`config.mk`:
```
export PLATFORM = sky130hd
export DESIGN_NAME = sorted_list_insert_delete
export DESIGN_NICKNAME = d
export VERILOG_FILES = /design/src/rtl/sli_pkg.sv /design/src/rtl/sorted_list_insert_delete.sv /design/src/rtl/sli_cell.sv
export SDC_FILE = /design/constraint.sdc
export NUM_CORES = 2
export LEC_CHECK = 0
export ABC_CLOCK_PERIOD_IN_PS = 6000
export BUFFER_PORTS_ARGS = -buffer_cell sky130_fd_sc_hd__buf_2
export CAP_MARGIN = 10
export CORE_MARGIN = 5
export CORE_UTILIZATION = 49
export DETAILED_ROUTE_END_ITERATION = 6
export PLACE_DENSITY = 0.67
export SYNTH_ARGS = -nofsm -noshare
export SYNTH_HDL_FRONTEND = slang
export SYNTH_HIERARCHICAL = 1
export SYNTH_SLANG_ARGS = --single-unit
```
`constraint.sdc`:
```
create_clock -name clk -period 6 [get_ports clk]
set_input_delay 0 -clock clk [delete_from_list [all_inputs] [get_ports clk]]
set_output_delay 0 -clock clk [all_outputs]
set_load 0.03 [all_outputs]
```
`src/rtl/sli_pkg.sv`:
```
// ----------------------------------------------------------------------------
// Sorted list package
// Sizes, codes and transaction types shared by the sorted list modules.
// ----------------------------------------------------------------------------
`default_nettype none

package sli_pkg;

	localparam int CAPACITY = 16;
	localparam int CNT_W    = $clog2(CAPACITY + 1);
	localparam int VALUE_W  = 32;

	localparam logic [CNT_W-1:0] CAP_CNT = CNT_W'(CAPACITY);

	typedef enum logic {
		REQ_INSERT = 1'b0,
		REQ_DELETE = 1'b1
	} req_type_t;

	typedef enum logic [1:0] {
		ST_INSERTED  = 2'd0,
		ST_DELETED   = 2'd1,
		ST_NOT_FOUND = 2'd2,
		ST_FULL      = 2'd3
	} status_t;

	typedef struct packed {
		req_type_t                  req_type;
		logic signed [VALUE_W-1:0] value;
	} req_item_t;

	typedef struct packed {
		status_t          status;
		logic [CNT_W-1:0] entry_count;
	} rsp_item_t;

	// Broadcast to every cell of the row.
	typedef struct packed {
		logic                       ins;
		logic                       del;
		logic signed [VALUE_W-1:0] value;
	} cell_ctrl_t;

endpackage

`default_nettype wire

```
`src/rtl/sorted_list_insert_delete.sv`:
```
// ----------------------------------------------------------------------------
// Sorted list insert and delete
// Ordered store of signed values held in a row of compare-and-shift cells.
// ----------------------------------------------------------------------------
// Channel  Direction  Handshake              Payload
// req      in         req_valid / req_ready  sli_pkg::req_item_t
// rsp      out        rsp_valid / rsp_ready  sli_pkg::rsp_item_t
//
// All cells compare in parallel and shift in the same edge, so one
// transaction per cycle is sustained while rsp_ready stays high. The response
// appears in the output register on the next cycle.
// A stalled response holds req_ready low until it is taken.
// Reset clears the entry count; stored values are undefined until written.
// ----------------------------------------------------------------------------
`default_nettype none

module sorted_list_insert_delete (
	input  wire logic                clk,
	input  wire logic                arst_n,
	input  wire logic                req_valid,
	output logic                     req_ready,
	input  wire sli_pkg::req_item_t  req,
	output logic                     rsp_valid,
	input  wire logic                rsp_ready,
	output sli_pkg::rsp_item_t       rsp
);

	logic [sli_pkg::CNT_W-1:0]          count_q;
	logic                               rsp_valid_q;
	sli_pkg::rsp_item_t                 rsp_q;
	logic                               req_fire;
	logic                               full;
	logic                               found;
	sli_pkg::cell_ctrl_t                ctrl;
	sli_pkg::rsp_item_t                 rsp_next;
	logic [sli_pkg::CNT_W-1:0]          count_next;
	logic [sli_pkg::CAPACITY-1:0]       lt;
	logic [sli_pkg::CAPACITY-1:0]       hit;
	logic signed [sli_pkg::VALUE_W-1:0] cell_value [sli_pkg::CAPACITY];

	assign req_ready = !rsp_valid_q || rsp_ready;
	assign req_fire  = req_valid && req_ready;
	assign full      = (count_q == sli_pkg::CAP_CNT);
	assign found     = |hit;

	always_comb begin
		ctrl.value = req.value;
		ctrl.ins   = req_fire && (req.req_type == sli_pkg::REQ_INSERT) && !full;
		ctrl.del   = req_fire && (req.req_type == sli_pkg::REQ_DELETE) && found;
	end

	always_comb begin
		count_next = count_q;
		unique case (req.req_type)
			sli_pkg::REQ_INSERT: begin
				if (full) begin
					rsp_next.status = sli_pkg::ST_FULL;
				end else begin
					rsp_next.status = sli_pkg::ST_INSERTED;
					count_next      = count_q + sli_pkg::CNT_W'(1);
				end
			end
			sli_pkg::REQ_DELETE: begin
				if (found) begin
					rsp_next.status = sli_pkg::ST_DELETED;
					count_next      = count_q - sli_pkg::CNT_W'(1);
				end else begin
					rsp_next.status = sli_pkg::ST_NOT_FOUND;
				end
			end
			default: begin
				rsp_next.status = sli_pkg::ST_NOT_FOUND;
			end
		endcase
		rsp_next.entry_count = count_next;
	end

	for (genvar i = 0; i < sli_pkg::CAPACITY; i++) begin : g_cell
		logic                               left_lt;
		logic signed [sli_pkg::VALUE_W-1:0] left_value;
		logic signed [sli_pkg::VALUE_W-1:0] right_value;

		if (i == 0) begin : g_head
			assign left_lt    = 1'b1;
			assign left_value = req.value;
		end else begin : g_body
			assign left_lt    = lt[i-1];
			assign left_value = cell_value[i-1];
		end

		if (i == sli_pkg::CAPACITY - 1) begin : g_tail
			assign right_value = cell_value[i];
		end else begin : g_inner
			assign right_value = cell_value[i+1];
		end

		sli_cell u_cell (
			.clk         (clk),
			.ctrl        (ctrl),
			.occupied    (sli_pkg::CNT_W'(i) < count_q),
			.left_lt     (left_lt),
			.left_value  (left_value),
			.right_value (right_value),
			.lt          (lt[i]),
			.hit         (hit[i]),
			.value       (cell_value[i])
		);
	end

	always_ff @(posedge clk or negedge arst_n) begin
		if (!arst_n) begin
			count_q     <= '0;
			rsp_valid_q <= 1'b0;
		end else begin
			if (req_fire) begin
				count_q     <= count_next;
				rsp_valid_q <= 1'b1;
			end else if (rsp_ready) begin
				rsp_valid_q <= 1'b0;
			end
		end
	end

	always_ff @(posedge clk) begin
		if (req_fire) begin
			rsp_q <= rsp_next;
		end
	end

	assign rsp_valid = rsp_valid_q;
	assign rsp       = rsp_q;

endmodule

`default_nettype wire

```
`src/rtl/sli_cell.sv`:
```
// ----------------------------------------------------------------------------
// Sorted list cell
// One slot of the sorted row: compares against the request value and takes
// the request value or a neighbor's value when the row shifts.
// ----------------------------------------------------------------------------
`default_nettype none

module sli_cell (
	input  wire logic                                clk,
	input  wire sli_pkg::cell_ctrl_t                 ctrl,
	input  wire logic                                occupied,
	input  wire logic                                left_lt,
	input  wire logic signed [sli_pkg::VALUE_W-1:0] left_value,
	input  wire logic signed [sli_pkg::VALUE_W-1:0] right_value,
	output logic                                     lt,
	output logic                                     hit,
	output logic signed [sli_pkg::VALUE_W-1:0]      value
);

	logic signed [sli_pkg::VALUE_W-1:0] value_q;

	assign lt    = occupied && (value_q < ctrl.value);
	assign hit   = occupied && left_lt && !lt && (value_q == ctrl.value);
	assign value = value_q;

	always_ff @(posedge clk) begin
		if (ctrl.ins && !lt) begin
			value_q <= left_lt ? ctrl.value : left_value;
		end else if (ctrl.del && !lt) begin
			value_q <= right_value;
		end
	end

endmodule

`default_nettype wire

```
# Word level (Yosys, flattened, before mapping)
# Index checks and enable logic that the tools add are counted.
[word_totals] regBits=525 in_bits=37 output_inout_bits=9 word_cells=260
[op_classes] addsub=2 n_lt_le_gt_ge=32 eq_ne=17 n_mux=53 bitwise=1 reduce_logical=135
[ops] cell="2-to-1 mux 32 bit" n=45
[ops] cell="== test 32 bit" n=16
[ops] cell="< comparator 32 bit" n=16
[ops] cell="logical AND 1 bit" n=99
[ops] cell="< comparator 4 x 5 -> 1 bit (first input constant)" n=8
[ops] cell="nonzero test 2 bit" n=16
[ops] cell="< comparator 3 x 5 -> 1 bit (first input constant)" n=4
[ops] cell="zero test 1 bit" n=18
[ops] cell="OR reduction 16 bit" n=1
[ops] cell="< comparator 1 x 5 -> 1 bit (first input constant)" n=2
[ops] cell="< comparator 2 x 5 -> 1 bit (first input constant)" n=2
[ops] cell="2-to-1 mux 5 bit" n=2
[ops] cell="one-hot mux 5 bit (2 select lines)" n=1
[ops] cell="adder 5 x 1 -> 5 bit (second input constant)" n=1
[ops] cell="== test 5 bit (second input constant)" n=1
[ops] cell="subtractor 5 x 1 -> 5 bit (second input constant)" n=1
[ops] cell="2-to-1 mux 2 bit" n=2
[ops] cell="one-hot mux 2 bit (2 select lines)" n=1
[ops] cell="2-to-1 mux 1 bit" n=2
[ops] cell="logical OR 1 bit" n=1
[ops] cell="inverter 1 bit" n=1

# Logic depth before layout (Yosys ltp)
[logic_depth] word_depth=10 ltp_mapped=20 mapped_depth_nobuf=17

# Cells and area by module
# Netlist, hierarchy kept.
[modules_own_cells] module="sli_cell" n_inst=16 cells_per_inst=229 area_per_inst_um2=2763.9 seq_area_each_um2=960.9
[modules_own_cells] module="sorted_list_insert_delete" n_inst=1 cells_per_inst=118 area_per_inst_um2=1012.2 seq_area_each_um2=360.3

# Least setup slack after synthesis
# OpenSTA, ideal clock, no wires.
[synth_path] path_kind="register to register" start="register g_cell[2].u_cell.value_q (netlist bit g_cell[2].u_cell/value[31])" end="register g_cell[0].u_cell.value_q (netlist bit g_cell[0].u_cell/value[0]), enable pin" setup_time_ns=0.421 arrival_ns=5.875 t_required_ns=5.579 path_slack_ns=-0.296 path_stages_with_launch=20 path_buffers=3 synth_period_minus_slack_ns=6.296 path_cell_list="edfxtp_1 ha_1 nand4_2 nor3_2 nand2_1 or4_4 o211ai_2 mux2i_1 clkbuf_1 clkbuf_1 nand4_1 nor2_1 nand3_1 nor3_1 nor4_1 and4_1 buf_4 nor3_1 nor2_1 nor2_1"
[synth_lines] element="start, declared" line_no="sli_cell.sv:20" source="logic signed [sli_pkg::VALUE_W-1:0] value_q;"
[synth_lines] element="start signal, assigned" line_no="sli_cell.sv:28" source="value_q <= left_lt ? ctrl.value : left_value;"
[synth_lines] element="start signal, assigned" line_no="sli_cell.sv:30" source="value_q <= right_value;"
[synth_lines] element="end signal, assigned" line_no="sli_cell.sv:28"
[synth_lines] element="end signal, assigned" line_no="sli_cell.sv:30"
[synth_lines] element="end, declared" line_no="sli_cell.sv:20"

# Worst setup path after layout
[layout_path] start="input req[27] in the netlist's numbering" end="register count_q[1] in the netlist's numbering"
[layout_between] elab_chain_cells=8 word_cells_on_any_way=114 classes_between="order compare (16); eq/ne (16); mux (2); reduce/logical (80)"
[layout_lines] element="start, declared" line_no="sorted_list_insert_delete.sv:22" source="input wire sli_pkg::req_item_t req,"
[layout_lines] element="< comparator 32 bit" line_no="sli_cell.sv:22" source="assign lt = occupied && (value_q < ctrl.value);"
[layout_lines] element="logical AND 1 bit" line_no="sli_cell.sv:22"
[layout_lines] element="named net g_cell[11].left_lt" line_no="sorted_list_insert_delete.sv:79" source="logic left_lt;"
[layout_lines] element="zero test 1 bit" line_no="sli_cell.sv:23" source="assign hit = occupied && left_lt && !lt && (value_q == ctrl.value);"
[layout_lines] element="logical AND 1 bit (2 in series)" line_no="sli_cell.sv:23"
[layout_lines] element="named net hit (one bit)" line_no="sorted_list_insert_delete.sv:38" source="logic [sli_pkg::CAPACITY-1:0] hit;"
[layout_lines] element="OR reduction 16 bit" line_no="sorted_list_insert_delete.sv:44" source="assign found = |hit;"
[layout_lines] element="2-to-1 mux 5 bit" line_no="sorted_list_insert_delete.sv:64" source="if (found) begin"
[layout_lines] element="one-hot mux 5 bit (2 select lines)" line_no="sorted_list_insert_delete.sv:54" source="unique case (req.req_type)"
[layout_lines] element="end signal, assigned" line_no="sorted_list_insert_delete.sv:116" source="count_q <= count_next;"
[layout_lines] element="end, declared" line_no="sorted_list_insert_delete.sv:28" source="logic [sli_pkg::CNT_W-1:0] count_q;"
# The timed path passes the listed nets, and every way through them passes these cells.
# A chain may end at the register's enable or synchronous reset.

==> metrics.cfg <==
[timing]
layout_setup_ws_ns = 0.707
max_freq_mhz = 189
grt_setup_unrepaired = false
fin_crit_sh_pct = 88.2
maxSlewHeadroom_pct = 25.6
setup_violations = 0
period_needed_ns = 5.29
skew_ns = 0.0217
tightest_slew_ns = 1.11
finalHoldViolations = 0
final_max_slew_viol_count = 0

[placement]
dp_slack_ns = 0.721
io_buffers = 45
place.gp.congestion = 0.850
dp_hpwl_um = 82600

[drt]
vias_per_cell = 5.66
wl_um = 105000
vias = 28800
drt-initial-drc-count = 1690
wl_per_cell_um = 20.5
dr.pass1.iters = 5
antenna_left = 0
drcViolationCount = 0

[synth]
synth.cell_area_um2 = 45200
synth_seq_cells = 525
syn_nets = 4335
syn_inst = 3782
synth.yosys.seq_area_share_pct = 34.8
synth_warnings = 6
yosysUniqueCellTypes = 53
avgSynthCellArea_um2 = 12.0

[critical_path]
critPathArrivalTime_ns = 5.82
cp-start-kind = input port
critPathCaptureType = flop
crit_required_ns = 6.52
r2r_setup_slack_ns = 0.73
r2r_cells = 14
crit_path_top_delay_cell = nor4_1
worst-path-max-fanout = 22
r2r-end = count_q[1]
r2r-start = g_cell[10].u_cell/value[31]
crit_chain = dlygate4sd3_1, buf_2, buf_4, inv_1, ha_1, nand4_1, nor3_2, nand2_1, or4_4, o211ai_2, mux2i_4, nor3_1, nor4_1, and4_1, buf_4, or4_1, nand3_1, dlygate4sd3_1
max_stage_delay_ns = 0.96
crit_type = in2reg

[layout]
synthToLayoutAreaGrowth_pct = 7.61
fin_nets = 4408
n_antenna_cell = 0
drive_above_1_share_pct = 34.6
postLayoutCoreUtil_pct = 53.1
nFillCells = 7853

[clock_tree]
cts.clk_slew.worst_paths_ns = 0.06
numCtsBuffers = 60
htreeDepth = 2
cts_resized = 0
cts.sink_count = 525
clk_path_buf_depth = 3
clockRootBuffer = clkbuf_16
cts_tree = built
insertion_delay_ns = 0.66

[power_and_ir_drop]
p_seq_share_pct = 40.7
p_int_w = 0.00773
power_per_cell_area_nw_per_um2 = 220
p_clk_share_pct = 35.5
p_switching_w = 0.00299
irDropWorstVdd_v = 0.000214
cellLeakagePower_nw = 20.9
pwr-share-comb_pct = 23.8
p_sw_share_pct = 27.9

[grt]
grt_pass1_vias = 29300
grt.overflow.total = 0
grt_max_degree = 35
track_usage_pct = 20.5
antenna_found_initial = 2
grt_pass1_wl_um = 164000

[floorplan]
placementRows = 111
die_y_um = 314
pin_count = 46
die-area_um2 = 98500
coreArea_um2 = 91700
start_util_pct = 49.3
die_w_um = 314

[min_path]
holdPathStages = 3
holdPathEnd = g_cell[9].u_cell/value[24]
hold_class = in2reg
min_from = req[24]

[status]
outcome = finished clean

[job]
maxCapViolCount = 0

## kinds of logic (layout without fill, tap and decap cells)
logic type | count (synthesis) | in the layout | share of synthesized area (%)
buf+inv | 655 | 779 | 7.19
mux | 1041 | 1041 | 29.9
xor+xnor | 5 | 5 | 0.0968
fa+ha+maj | 516 | 516 | 14.3
other cells | 1 | 1 | 0.00829
simple gates | 567 | 567 | 6.92
compound gates | 472 | 472 | 6.87
flops | 525 | 525 | 34.8
## routing by layer
layer | part of all wire (%) | wire, µm | global-route usage (%) | up-vias
met5 | 0 | 0 | 0 | -
met4 | 3.6 | 3780 | 6.96 | 0
met3 | 2.9 | 3020 | 2.04 | 178
met2 | 46 | 48600 | 34.5 | 464
met1 | 47 | 49200 | 27.9 | 14100
li1 | - | - | - | 14100
## area by class of cell
class / instances / area (µm²) / share of cell area, %
Clock buffer: 79 / 1610 / 3.31
Clock inverter: 34 / 400 / 0.823
Inverter: 536 / 2010 / 4.13
Multi-Input combinational cell: 2602 / 26500 / 54.5
Sequential cell: 525 / 15700 / 32.3
Tap cell: 1186 / 1480 / 3.05
Timing Repair Buffer: 130 / 921 / 1.89
## cell usage after synthesis (all sizes together)
library cell     n  share of area [%]
o31a             1              0.019
or2              1              0.014
and2            17               0.24
or4             18               0.44
o21ai           69               0.76
dfrtp            6               0.33
a211oi          32               0.53
o311a            1              0.022
clkbuf          67               0.56
o211a           16               0.35
and4             1              0.019
or3b             1              0.019
edfxtp         519                 34
nand4          115                1.8
a31oi            3              0.041
mux2i           16               0.35
nand3b           2              0.033
xnor2            4              0.077
conb             1             0.0083
nand4b           2              0.039
buf             52                2.2
nor4             5              0.069
a41oi            1              0.019
or3              3              0.053
and3             1              0.014
nor2           102               0.85
nor3            35               0.56
ha             516                 14
nand3           70               0.77
inv            536                4.4
a21o            35               0.58
xor2             1              0.019
o21bai           3              0.050
o211ai          51                1.0
nor2b           18               0.25
a221o           16               0.75
nand2          141                1.2
and3b           16               0.31
nand2b          19               0.26
a21oi          244                2.7
mux2          1025                 29
## power by group through the flow
stage / Sequential [W] / Clock, W / Combinational, W
2_1_floorplan: 0.00440 / 0 / 0.00194
3_3_place_gp: 0.00443 / 0 / 0.00247
3_5_place_dp: 0.00444 / 0 / 0.00253
4_1_cts: 0.00436 / 0.00390 / 0.00254
5_1_grt: 0.00438 / 0.00406 / 0.00277
6_report: 0.00436 / 0.00380 / 0.00255
## through the flow
stage / cell area, µm² / instances / setup TNS, ns / power [W] / hold WS (ns)
after floorplan: 45200 / 3782 / -104.21 / 0.00634 / -0.296
after global placement: 46600 / 4971 / 0 / 0.00691 / -0.159
after detailed placement: 46600 / 4971 / 0 / 0.00696 / -0.161
after CTS: 48700 / 5092 / 0 / 0.0108 / 0.0848
after global routing: 48700 / 5092 / 0 / 0.0112 / 0.148
final: 48700 / 5092 / 0 / 0.0107 / 0.116
## how the worst max path moves through the flow
| stage | from | to | cells past startpoint |
|---|---|---|---|
| after floorplan | g_cell[2].u_cell/value[31] | g_cell[0].u_cell/value[0] | 19 |
| after global placement | req[31] | g_cell[0].u_cell/value[21] | 21 |
| after detailed placement | req[31] | g_cell[0].u_cell/value[23] | 21 |
| after CTS | g_cell[10].u_cell/value[31] | g_cell[2].u_cell/value[5] | 15 |
| after global routing | req[27] | count_q[1] | 18 |
| final | req[27] | count_q[1] | 18 |
## registers in the layout (all words and copies together), names as in the netlist
register and cells:
g_cell.u_cell/value 512, rsp_valid 1, count_q 5, rsp 7
## critical path, delay by kind of cell
family / cells / cell delay [ns]
compound gates: 1 / 0.25
buf+inv: 6 / 1.99
simple gates: 9 / 2.68
fa+ha+maj: 1 / 0.31
mux: 1 / 0.55
## layout by cell type, fill, tap and decap left out, types with 70 or more instances in the layout
cell type and instances:
mux2_2 544, inv_1 536, edfxtp_1 519, ha_1 516, mux2_4 480, a21oi_1 244
nand2_1 141, nand4_1 99, nor2_1 86, buf_4 74, nand3_1 70
## what timing repair did
action	in CTS	in global routing
endpoints found under the hold margin	16	0
hold buffers	8	0
endpoints found under the setup margin	0	0
buffers inserted	0	0
No activity file was read; power rests on OpenSTA's default activity.
